### src/hdl/lpht_pkg.sv
package lpht_pkg;

  localparam int KEY_W   = 32;
  localparam int VAL_W   = 16;
  localparam int SLOT_W  = 7;
  localparam int DIGIT_W = 4;
  localparam int DIV_STEPS = KEY_W / DIGIT_W;

  localparam logic [SLOT_W-1:0] SLOTS_RESET = 7'd64;

  localparam logic [1:0] ACT_INSERT = 2'd0;
  localparam logic [1:0] ACT_FIND   = 2'd1;
  localparam logic [1:0] ACT_REMOVE = 2'd2;
  localparam logic [1:0] ACT_UNUSED = 2'd3;

  localparam logic [2:0] ST_INSERTED = 3'd0;
  localparam logic [2:0] ST_UPDATED  = 3'd1;
  localparam logic [2:0] ST_FULL     = 3'd2;
  localparam logic [2:0] ST_FOUND    = 3'd3;
  localparam logic [2:0] ST_NOTFOUND = 3'd4;
  localparam logic [2:0] ST_REMOVED  = 3'd5;
  localparam logic [2:0] ST_ABSENT   = 3'd6;

  typedef struct packed {
    logic [1:0]        action;
    logic signed [31:0] key;
    logic [15:0]       value;
  } in_t;

  typedef struct packed {
    logic [2:0]  status;
    logic [15:0] found_value;
    logic [6:0]  entries_used;
  } out_t;

  typedef struct packed {
    logic       load;
    logic       set_home;
    logic       adv_idx;
    logic       write_new;
    logic       write_upd;
    logic       clear_idx;
    logic       set_nx;
    logic       nx_to_idx;
    logic       ld_move;
    logic       adv_nx;
    logic       emit;
    logic       emit_found;
    logic [2:0] code;
  } cmd_t;

  typedef struct packed {
    logic       div_done;
    logic       occ_here;
    logic       key_match;
    logic       at_start;
    logic       walk_end;
    logic [1:0] act;
  } sts_t;

endpackage

### src/hdl/lpht_mod.sv
module lpht_mod (
  input  logic        clk,
  input  logic        rst_n,
  input  logic        start,
  input  logic [31:0] dividend,
  input  logic [6:0]  modulus,
  output logic        done,
  output logic [6:0]  rem
);

  logic [31:0] dvd_r;
  logic [6:0]  rem_r, rem_nxt;
  logic [2:0]  cnt_r;
  logic        run_r, done_r;
  logic [31:0] mag;

  // magnitude of the most negative key wraps to 2^31, which is what we want
  assign mag = dividend[31] ? (32'd0 - dividend) : dividend;

  always_comb begin
    logic [7:0] t;
    rem_nxt = rem_r;
    for (int i = 0; i < lpht_pkg::DIGIT_W; i++) begin
      t = {rem_nxt, dvd_r[31-i]};
      if (t >= {1'b0, modulus}) t = t - {1'b0, modulus};
      rem_nxt = t[6:0];
    end
  end

  always_ff @(posedge clk) begin
    if (!rst_n) begin
      run_r  <= 1'b0;
      done_r <= 1'b0;
      cnt_r  <= '0;
    end else begin
      done_r <= 1'b0;
      if (start) begin
        run_r <= 1'b1;
        cnt_r <= '0;
      end else if (run_r) begin
        cnt_r <= cnt_r + 3'd1;
        if (cnt_r == 3'(lpht_pkg::DIV_STEPS - 1)) begin
          run_r  <= 1'b0;
          done_r <= 1'b1;
        end
      end
    end
  end

  always_ff @(posedge clk) begin
    if (start) begin
      dvd_r <= mag;
      rem_r <= '0;
    end else if (run_r) begin
      dvd_r <= dvd_r << lpht_pkg::DIGIT_W;
      rem_r <= rem_nxt;
    end
  end

  assign done = done_r;
  assign rem  = rem_r;

endmodule

### src/hdl/lpht_dp.sv
module lpht_dp #(
  parameter int DEPTH = 64
) (
  input  logic            clk,
  input  logic            rst_n,
  input  lpht_pkg::in_t   in_data,
  input  logic            cfg_valid,
  input  logic [6:0]      cfg_data,
  input  lpht_pkg::cmd_t  cmd,
  output lpht_pkg::sts_t  sts,
  output logic            out_valid,
  output lpht_pkg::out_t  out_data
);

  localparam int IW = (DEPTH > 1) ? $clog2(DEPTH) : 1;
  localparam int CW = $clog2(DEPTH + 1);

  logic [6:0]        slots_r;
  logic [6:0]        n;
  logic [1:0]        act_r;
  logic [31:0]       key_r;
  logic [15:0]       val_r;
  logic [IW-1:0]     idx_r, start_r, nx_r, idx_inc, nx_inc;
  logic [6:0]        steps_r;
  logic [DEPTH-1:0]  occ_r;
  logic [CW-1:0]     count_r, count_nxt;
  logic [31:0]       keys [DEPTH];
  logic [15:0]       vals [DEPTH];
  logic [31:0]       rd_key_r;
  logic [15:0]       rd_val_r;
  logic              out_valid_r;
  lpht_pkg::out_t    out_data_r;
  logic              div_done;
  logic [6:0]        rem;
  logic [7:0]        idx_p1, nx_p1, cnt_ext;

  always_comb begin
    if (slots_r == 7'd0) n = 7'd1;
    else if ({1'b0, slots_r} > 8'(DEPTH)) n = 7'(DEPTH);
    else n = slots_r;
  end

  assign idx_p1  = 8'(idx_r) + 8'd1;
  assign nx_p1   = 8'(nx_r) + 8'd1;
  assign idx_inc = (idx_p1 == {1'b0, n}) ? '0 : idx_p1[IW-1:0];
  assign nx_inc  = (nx_p1 == {1'b0, n}) ? '0 : nx_p1[IW-1:0];

  lpht_mod u_mod (
    .clk      (clk),
    .rst_n    (rst_n),
    .start    (cmd.load | cmd.ld_move),
    .dividend (cmd.load ? in_data.key : rd_key_r),
    .modulus  (n),
    .done     (div_done),
    .rem      (rem)
  );

  always_comb begin
    count_nxt = count_r;
    if (cmd.write_new) count_nxt = count_r + CW'(1);
    else if ((cmd.clear_idx | cmd.ld_move) && count_r != '0) count_nxt = count_r - CW'(1);
  end

  always_ff @(posedge clk) begin
    if (!rst_n) begin
      slots_r     <= lpht_pkg::SLOTS_RESET;
      occ_r       <= '0;
      count_r     <= '0;
      out_valid_r <= 1'b0;
    end else begin
      if (cfg_valid) slots_r <= cfg_data;
      if (cmd.write_new) occ_r[idx_r] <= 1'b1;
      if (cmd.clear_idx | cmd.ld_move) occ_r[idx_r] <= 1'b0;
      count_r     <= count_nxt;
      out_valid_r <= cmd.emit;
    end
  end

  always_ff @(posedge clk) begin
    if (cmd.load) begin
      act_r <= in_data.action;
      key_r <= in_data.key;
      val_r <= in_data.value;
    end else if (cmd.ld_move) begin
      key_r <= rd_key_r;
      val_r <= rd_val_r;
    end
    if (cmd.set_home) begin
      idx_r   <= rem[IW-1:0];
      start_r <= rem[IW-1:0];
    end else if (cmd.adv_idx) begin
      idx_r <= idx_inc;
    end else if (cmd.nx_to_idx) begin
      idx_r <= nx_r;
    end
    if (cmd.set_nx) begin
      nx_r    <= idx_inc;
      steps_r <= n - 7'd1;
    end else if (cmd.adv_nx) begin
      nx_r    <= nx_inc;
      steps_r <= steps_r - 7'd1;
    end
  end

  always_ff @(posedge clk) begin
    if (cmd.write_new) keys[idx_r] <= key_r;
    if (cmd.write_new | cmd.write_upd) vals[idx_r] <= val_r;
    rd_key_r <= keys[idx_r];
    rd_val_r <= vals[idx_r];
  end

  assign cnt_ext = 8'(count_nxt);

  always_ff @(posedge clk) begin
    if (cmd.emit) begin
      out_data_r.status       <= cmd.code;
      out_data_r.found_value  <= cmd.emit_found ? rd_val_r : 16'd0;
      out_data_r.entries_used <= cnt_ext[6:0];
    end
  end

  assign sts.div_done  = div_done;
  assign sts.occ_here  = occ_r[idx_r];
  assign sts.key_match = (rd_key_r == key_r);
  assign sts.at_start  = (idx_inc == start_r);
  assign sts.walk_end  = (steps_r == 7'd0) || !occ_r[nx_r];
  assign sts.act       = act_r;

  assign out_valid = out_valid_r;
  assign out_data  = out_data_r;

endmodule

### src/hdl/lpht_ctrl.sv
module lpht_ctrl (
  input  logic            clk,
  input  logic            rst_n,
  input  logic            start,
  input  lpht_pkg::sts_t  sts,
  output lpht_pkg::cmd_t  cmd,
  output logic            busy
);

  localparam logic [2:0] S_IDLE  = 3'd0;
  localparam logic [2:0] S_DIV   = 3'd1;
  localparam logic [2:0] S_PROBE = 3'd2;
  localparam logic [2:0] S_CMP   = 3'd3;
  localparam logic [2:0] S_WALK  = 3'd4;
  localparam logic [2:0] S_MVRD  = 3'd5;
  localparam logic [2:0] S_MVLD  = 3'd6;

  logic [2:0] state_r, state_nxt;
  logic       moving_r, moving_nxt;
  logic [1:0] op;

  // a moved entry is re-placed with insert rules
  assign op = moving_r ? lpht_pkg::ACT_INSERT : sts.act;

  always_comb begin
    state_nxt  = state_r;
    moving_nxt = moving_r;
    cmd        = '0;
    case (state_r)
      S_IDLE: begin
        if (start) begin
          cmd.load   = 1'b1;
          moving_nxt = 1'b0;
          state_nxt  = S_DIV;
        end
      end
      S_DIV: begin
        if (sts.div_done) begin
          if (op inside {lpht_pkg::ACT_INSERT, lpht_pkg::ACT_FIND,
                         lpht_pkg::ACT_REMOVE}) begin
            cmd.set_home = 1'b1;
            state_nxt    = S_PROBE;
          end else begin
            cmd.emit  = 1'b1;
            cmd.code  = lpht_pkg::ST_NOTFOUND;
            state_nxt = S_IDLE;
          end
        end
      end
      S_PROBE: begin
        if (sts.occ_here) begin
          state_nxt = S_CMP;
        end else begin
          case (op)
            lpht_pkg::ACT_INSERT: begin
              cmd.write_new = 1'b1;
              if (moving_r) begin
                cmd.adv_nx = 1'b1;
                state_nxt  = S_WALK;
              end else begin
                cmd.emit  = 1'b1;
                cmd.code  = lpht_pkg::ST_INSERTED;
                state_nxt = S_IDLE;
              end
            end
            lpht_pkg::ACT_FIND: begin
              cmd.emit  = 1'b1;
              cmd.code  = lpht_pkg::ST_NOTFOUND;
              state_nxt = S_IDLE;
            end
            default: begin
              cmd.emit  = 1'b1;
              cmd.code  = lpht_pkg::ST_ABSENT;
              state_nxt = S_IDLE;
            end
          endcase
        end
      end
      S_CMP: begin
        if (sts.key_match) begin
          case (op)
            lpht_pkg::ACT_INSERT: begin
              cmd.write_upd = 1'b1;
              if (moving_r) begin
                cmd.adv_nx = 1'b1;
                state_nxt  = S_WALK;
              end else begin
                cmd.emit  = 1'b1;
                cmd.code  = lpht_pkg::ST_UPDATED;
                state_nxt = S_IDLE;
              end
            end
            lpht_pkg::ACT_FIND: begin
              cmd.emit       = 1'b1;
              cmd.emit_found = 1'b1;
              cmd.code       = lpht_pkg::ST_FOUND;
              state_nxt      = S_IDLE;
            end
            default: begin
              cmd.clear_idx = 1'b1;
              cmd.set_nx    = 1'b1;
              state_nxt     = S_WALK;
            end
          endcase
        end else if (sts.at_start) begin
          case (op)
            lpht_pkg::ACT_INSERT: begin
              if (moving_r) begin
                cmd.adv_nx = 1'b1;
                state_nxt  = S_WALK;
              end else begin
                cmd.emit  = 1'b1;
                cmd.code  = lpht_pkg::ST_FULL;
                state_nxt = S_IDLE;
              end
            end
            lpht_pkg::ACT_FIND: begin
              cmd.emit  = 1'b1;
              cmd.code  = lpht_pkg::ST_NOTFOUND;
              state_nxt = S_IDLE;
            end
            default: begin
              cmd.emit  = 1'b1;
              cmd.code  = lpht_pkg::ST_ABSENT;
              state_nxt = S_IDLE;
            end
          endcase
        end else begin
          cmd.adv_idx = 1'b1;
          state_nxt   = S_PROBE;
        end
      end
      S_WALK: begin
        if (sts.walk_end) begin
          cmd.emit  = 1'b1;
          cmd.code  = lpht_pkg::ST_REMOVED;
          state_nxt = S_IDLE;
        end else begin
          cmd.nx_to_idx = 1'b1;
          state_nxt     = S_MVRD;
        end
      end
      S_MVRD: state_nxt = S_MVLD;
      S_MVLD: begin
        // take the entry out and hash its key again
        cmd.ld_move = 1'b1;
        moving_nxt  = 1'b1;
        state_nxt   = S_DIV;
      end
      default: state_nxt = S_IDLE;
    endcase
  end

  always_ff @(posedge clk) begin
    if (!rst_n) begin
      state_r  <= S_IDLE;
      moving_r <= 1'b0;
    end else begin
      state_r  <= state_nxt;
      moving_r <= moving_nxt;
    end
  end

  assign busy = (state_r != S_IDLE);

endmodule

### src/hdl/linear_probe_hash_table.sv
// channel  | ports                          | handshake
// ---------+--------------------------------+-------------------------------
// input    | start, busy, in_data           | taken when start & !busy
// result   | out_valid, out_data            | one-cycle strobe, no stall
// config   | cfg_valid, cfg_ready, cfg_data | written when valid & ready
//
// An item takes the key modulo (8 radix-16 steps), then a memory read and compare
// per occupied slot probed; the empty slot ending the probe needs only the probe
// state. The result is on the port in the cycle after it is issued. Remove adds
// walk, read and load states and a fresh modulo and probe per entry moved; a last
// walk state ends the walk. Reset clears occupancy bits at once; no clearing pass.
// Results cannot be held off; the next item may start while one is on the port.
module linear_probe_hash_table #(
  parameter int SLOTS = 64
) (
  input  logic           clk,
  input  logic           rst_n,
  input  logic           start,
  output logic           busy,
  input  lpht_pkg::in_t  in_data,
  output logic           out_valid,
  output lpht_pkg::out_t out_data,
  input  logic           cfg_valid,
  output logic           cfg_ready,
  input  logic [6:0]     cfg_data
);

  // the slot count register reaches 127 at most
  localparam int DEPTH = (SLOTS < 128) ? SLOTS : 128;

  lpht_pkg::cmd_t cmd;
  lpht_pkg::sts_t sts;

  assign cfg_ready = 1'b1;

  lpht_ctrl u_ctrl (
    .clk   (clk),
    .rst_n (rst_n),
    .start (start),
    .sts   (sts),
    .cmd   (cmd),
    .busy  (busy)
  );

  lpht_dp #(.DEPTH(DEPTH)) u_dp (
    .clk       (clk),
    .rst_n     (rst_n),
    .in_data   (in_data),
    .cfg_valid (cfg_valid),
    .cfg_data  (cfg_data),
    .cmd       (cmd),
    .sts       (sts),
    .out_valid (out_valid),
    .out_data  (out_data)
  );

endmodule

### config.mk
export PLATFORM = sky130hd
export DESIGN_NAME = linear_probe_hash_table
export DESIGN_NICKNAME = d
export VERILOG_FILES = /design/src/hdl/lpht_pkg.sv /design/src/hdl/lpht_mod.sv /design/src/hdl/lpht_dp.sv /design/src/hdl/lpht_ctrl.sv /design/src/hdl/linear_probe_hash_table.sv
export SDC_FILE = /design/constraint.sdc
export NUM_CORES = 2
export LEC_CHECK = 0
export BUFFER_PORTS_ARGS = -buffer_cell sky130_fd_sc_hd__buf_4
export CAP_MARGIN = 20
export CORE_ASPECT_RATIO = 1.5
export CORE_MARGIN = 8
export CORE_UTILIZATION = 60
export CTS_BUF_LIST = sky130_fd_sc_hd__clkbuf_8
export CTS_CLUSTER_DIAMETER = 80
export DETAILED_ROUTE_END_ITERATION = 8
export PLACE_DENSITY = 0.81
export SYNTH_ARGS = -nofsm -noshare
export SYNTH_HDL_FRONTEND = slang
export SYNTH_SLANG_ARGS = --single-unit
### constraint.sdc
create_clock -name clk -period 9.1 [get_ports clk]
set_input_delay 0.455 -clock clk [delete_from_list [all_inputs] [get_ports clk]]
set_output_delay 0.455 -clock clk [all_outputs]
set_load 0.005 [all_outputs]
==> metrics.md <==
| Metric | Value |
|---|---|
| Hold buffer count at cts | 65 |
| Proportion of synthesized chip area in sequential cells | between 70 and 80% |
| FILL cells | roughly 12000 |
| Seq cells post-synth | approximately 3300 |
| Transition time at the pin with the least slew margin | between 1 and 1.5 ns |
| Final GP Congestion | 0.877 |
| Outcome | complete, no violations |
| Per-cell via count in the routed design | 7.21 |
| Tot GR Track Use | between 20 and 30% |
| Finished Layout Cells | around 11000 |
| Type of the most critical hold path | in2reg |
| Cell types occupying the most area after synthesis | edfxtp_1 77%, a22oi_1 5.7%, dfxtp_1 2.3% |
| Multiplexer area fraction after synthesis | between 1 and 1.5% |
| Clk slew on worst S/H paths | 0.07 ns |
| Setup violations, final | 0 |
| Library cell appearing most often on the critical path | a21oi_1 |
| Fraction of synthesis flops using an asynchronous set or reset pin | 0% |
| Post-DP HPWL | 192 mm |
| Area leader, netlist | edfxtp_1 |
| Post-synthesis adder-cell area fraction | less than 1% |
| Area share of the largest cell type after synthesis | ~77% |
| Initial antenna violation count | 18 |
| Synth Area in Compound Gates | around an eighth |
| Number of nets in the layout | 7628 |
| Simple-gate portion of the synthesized area | approximately 3.1% |
| Total congestion overflow after global routing | 0 |
| Syn Std Cell Area | roughly 120000 um^2 |
| Largest fanout on the critical path | 9 |
| Max Cap Viol | 0 |
| Most used flip-flop cell after synthesis | edfxtp_1 |
| Critical path's largest stage delay | about 0.46 ns |
| Port buffer count | between 80 and 90 |
| Type of element launching the critical path | flip-flop |
| # H-tree levels | 5 |
| Share of layout cells above drive strength 1 | about 15% |
| P_leak | 0.0437 uW |
| Total CTS buffers | between 400 and 500 |
| Kind of end point of the critical path | flip-flop |
| Cell variety after synth | 81 |
| Number of gates given a new drive strength after cts | 0 |
| Final critical-path required period | around 8.3 ns |
| EDFF count, synth | ~3200 |
| Detailed Route WL | between 300 and 400 mm |
| Final cycle utilization of the critical path | 90.9% |
| DIE AREA | between 200000 and 250000 um^2 |
| Unrepaired setup endpoints after global routing | no |
| Mean instance size in the synthesized netlist | around 18 um^2 |
| Number of DRC violations after detailed routing | 0 |
| Required time of the worst setup path | slightly below 10 ns |
| Post-detailed-route wirelength per cell | around 33 um |
| Total power per unit cell area | between 200 and 250 nW/um^2 |
| CP Data Arrival Time | 9.10 ns |
| Main combinational cell family by area after synthesis | compound AO/OA/AOI/OAI gates |
| Pre-antenna DRT Iters | 8 |
| Antenna-violating nets left | 0 |
| Sinks on the clock net | approximately 3300 |
| Max Clock Freq | between 0.1 and 0.15 GHz |
| Yosys synthesis warning count | 0 |
| Number of top-level design ports | 90 |
| Highest ir drop seen on vdd | around 0.48 mV |
| Clock tree from TritonCTS | built |
| Initial standard-cell utilization of the core | around three fifths |
| Final Hold Vio Count | 0 |
| Die outline height | roughly 570 um |
| Maximum number of pins on one net before global-route repair | 120 |
| Max transition margin | between 10% and 20% |
| Xor and xnor area share after synthesis | less than 1% |
| Nets in the synthesized netlist | 7219 |
| Number of max-slew violations in the final report | 0 |
| Critical-path top delay cell | fa_1 |
| Count of placed standard cells including taps | 9708 |
| Fin Setup TNS | 0 ns |
| Area inside the core boundary | a little over 200000 um^2 |
| Die boundary width | around 390 um |
| Count of buffers added by post-CTS timing repair for setup | 0 |
| Layout Skew | 0.0979 ns |
| Drt first-iter violations | roughly 13000 |
| Critical path class | reg2reg |
| Count of standard-cell rows | roughly 210 |
| Vias in the first global route | ~75000 |
| CTS Root Cell | clkbuf_8 |
| Wire length of the first global-routing pass | just under 500 mm |
| Via count | 76292 |
| Insertion delay to the later sink of the worst-skew pair | just over 1 ns |
| Longest Clk Path Bufs | 4 |
| Synth-to-Final Area Change | 11.3% |
| Instance count of the mapped netlist | 7117 |
-- cell usage after synthesis, types with 63 or more instances --
cell	n
clkbuf_1	271
buf_2	140
o221a_2	64
nand3_1	89
nor2_1	202
a31oi_1	270
a22o_1	299
nand4_1	126
a22oi_1	942
edfxtp_1	3205
a221oi_1	303
nand2_1	160
o21ai_0	63
a21oi_1	165
dfxtp_1	143
-- sequential cells by signal, summed over array words and instances (netlist names), 3 cells and up --
name	flops
u_ctrl.state_r	3
u_dp.count_r	7
u_dp.idx_r	6
u_dp.key_r	32
u_dp.keys	2048
u_dp.nx_r	6
u_dp.occ_r	64
u_dp.out_data	26
u_dp.rd_key_r	32
u_dp.rd_val_r	16
u_dp.slots_r	7
u_dp.start_r	6
u_dp.steps_r	7
u_dp.u_mod.cnt_r	3
u_dp.u_mod.dvd_r	32
u_dp.u_mod.rem	7
u_dp.val_r	16
u_dp.vals	1024
-- cells in the final DEF (no fill, tap or decap), types with 37 or more instances in the layout --
master,n
o221a_2,64
xor2_1,52
a221oi_1,303
clkbuf_8,463
a31oi_1,270
a22o_1,299
nor2_1,132
inv_1,179
xnor2_1,49
nor2_4,68
mux2_2,43
dfxtp_1,143
nand4_1,126
a22oi_1,942
edfxtp_1,3205
clkinv_2,60
clkinv_1,111
a21oi_1,165
nor4_1,41
o21ai_0,61
ha_1,37
nand3_1,86
buf_4,359
nand2_1,159
mux2i_1,54
dlygate4sd3_1,65
-- kinds of logic (layout without fill, tap and decap cells) --
logic type | after synthesis | count (layout)
muxes | 126 | 126
adders and majority gates | 41 | 41
DFF | 3348 | 3348
buffers and inverters | 536 | 1302
AOI/OAI and AO/OA | 2191 | 2191
other | 1 | 4
and+or+nand+nor | 770 | 770
xor gates and xnor gates | 104 | 104
-- where the power goes --
part           switching, uW  internal (uW)  total, uW
combinational           3250           1650       4890
sequential               136          18000      18100
clock                   5410           5390      10800
total                   8800          25000      33800
-- layout make-up --
class / count / area [um^2] / share of cell area [%]
antenna: 3 / 7.51 / 0.00540
clock buffer: 463 / 6370 / 4.58
clock inverter: 337 / 2090 / 1.50
inverter: 61 / 229 / 0.165
multi-input combinational: 3233 / 24200 / 17.4
sequential: 3348 / 99100 / 71.3
tap: 2691 / 3370 / 2.42
timing repair buffer: 441 / 3680 / 2.64
-- routing by layer --
| metal | wire, um | global-route usage, % |
|---|---|---|
| met5 | 82 | 0 |
| met4 | 21200 | 16.0 |
| met3 | 48400 | 7.20 |
| met2 | 166000 | 48.8 |
| met1 | 112000 | 37.0 |
-- worst max-delay path: cells and delay by family, from the launching register on --
| kind | cells | cell delay (ns) |
|---|---|---|
| muxes | 3 | 0.91 |
| adders and majority gates | 5 | 1.75 |
| DFF | 1 | 0.38 |
| and+or+nand+nor | 10 | 1.55 |
| buffers and inverters | 2 | 0.23 |
| AOI/OAI and AO/OA | 17 | 3.30 |
-- path summary, 6_finish.rpt --
kind / from / to / cells after the start / slack, ns
min: rst_n / u_dp.out_valid / 3 / 0.11
min reg2reg: u_dp.u_mod.dvd_r[6] / u_dp.u_mod.dvd_r[10] / 2 / 0.51
max: u_dp.slots_r[2] / u_dp.u_mod.rem[3] / 37 / 0.83
max reg2reg: u_dp.slots_r[2] / u_dp.u_mod.rem[3] / 37 / 0.83
-- per-stage QoR --
step                util [%]  total power [uW]  setup WS (ns)  area, um^2  hold WS, ns
global placement        62.6             23200          0.643      130000        0.481
CTS                     67.0             33800          0.805      139000       0.0528
floorplan                  -             21600           1.23      125000        0.461
finish                  67.0             33800          0.826      139000        0.108
detailed placement      62.6             23300          0.885      130000        0.499
global route            67.0             34800         0.0351      139000        0.131
Note: power is estimated with default switching activity, not from simulation.
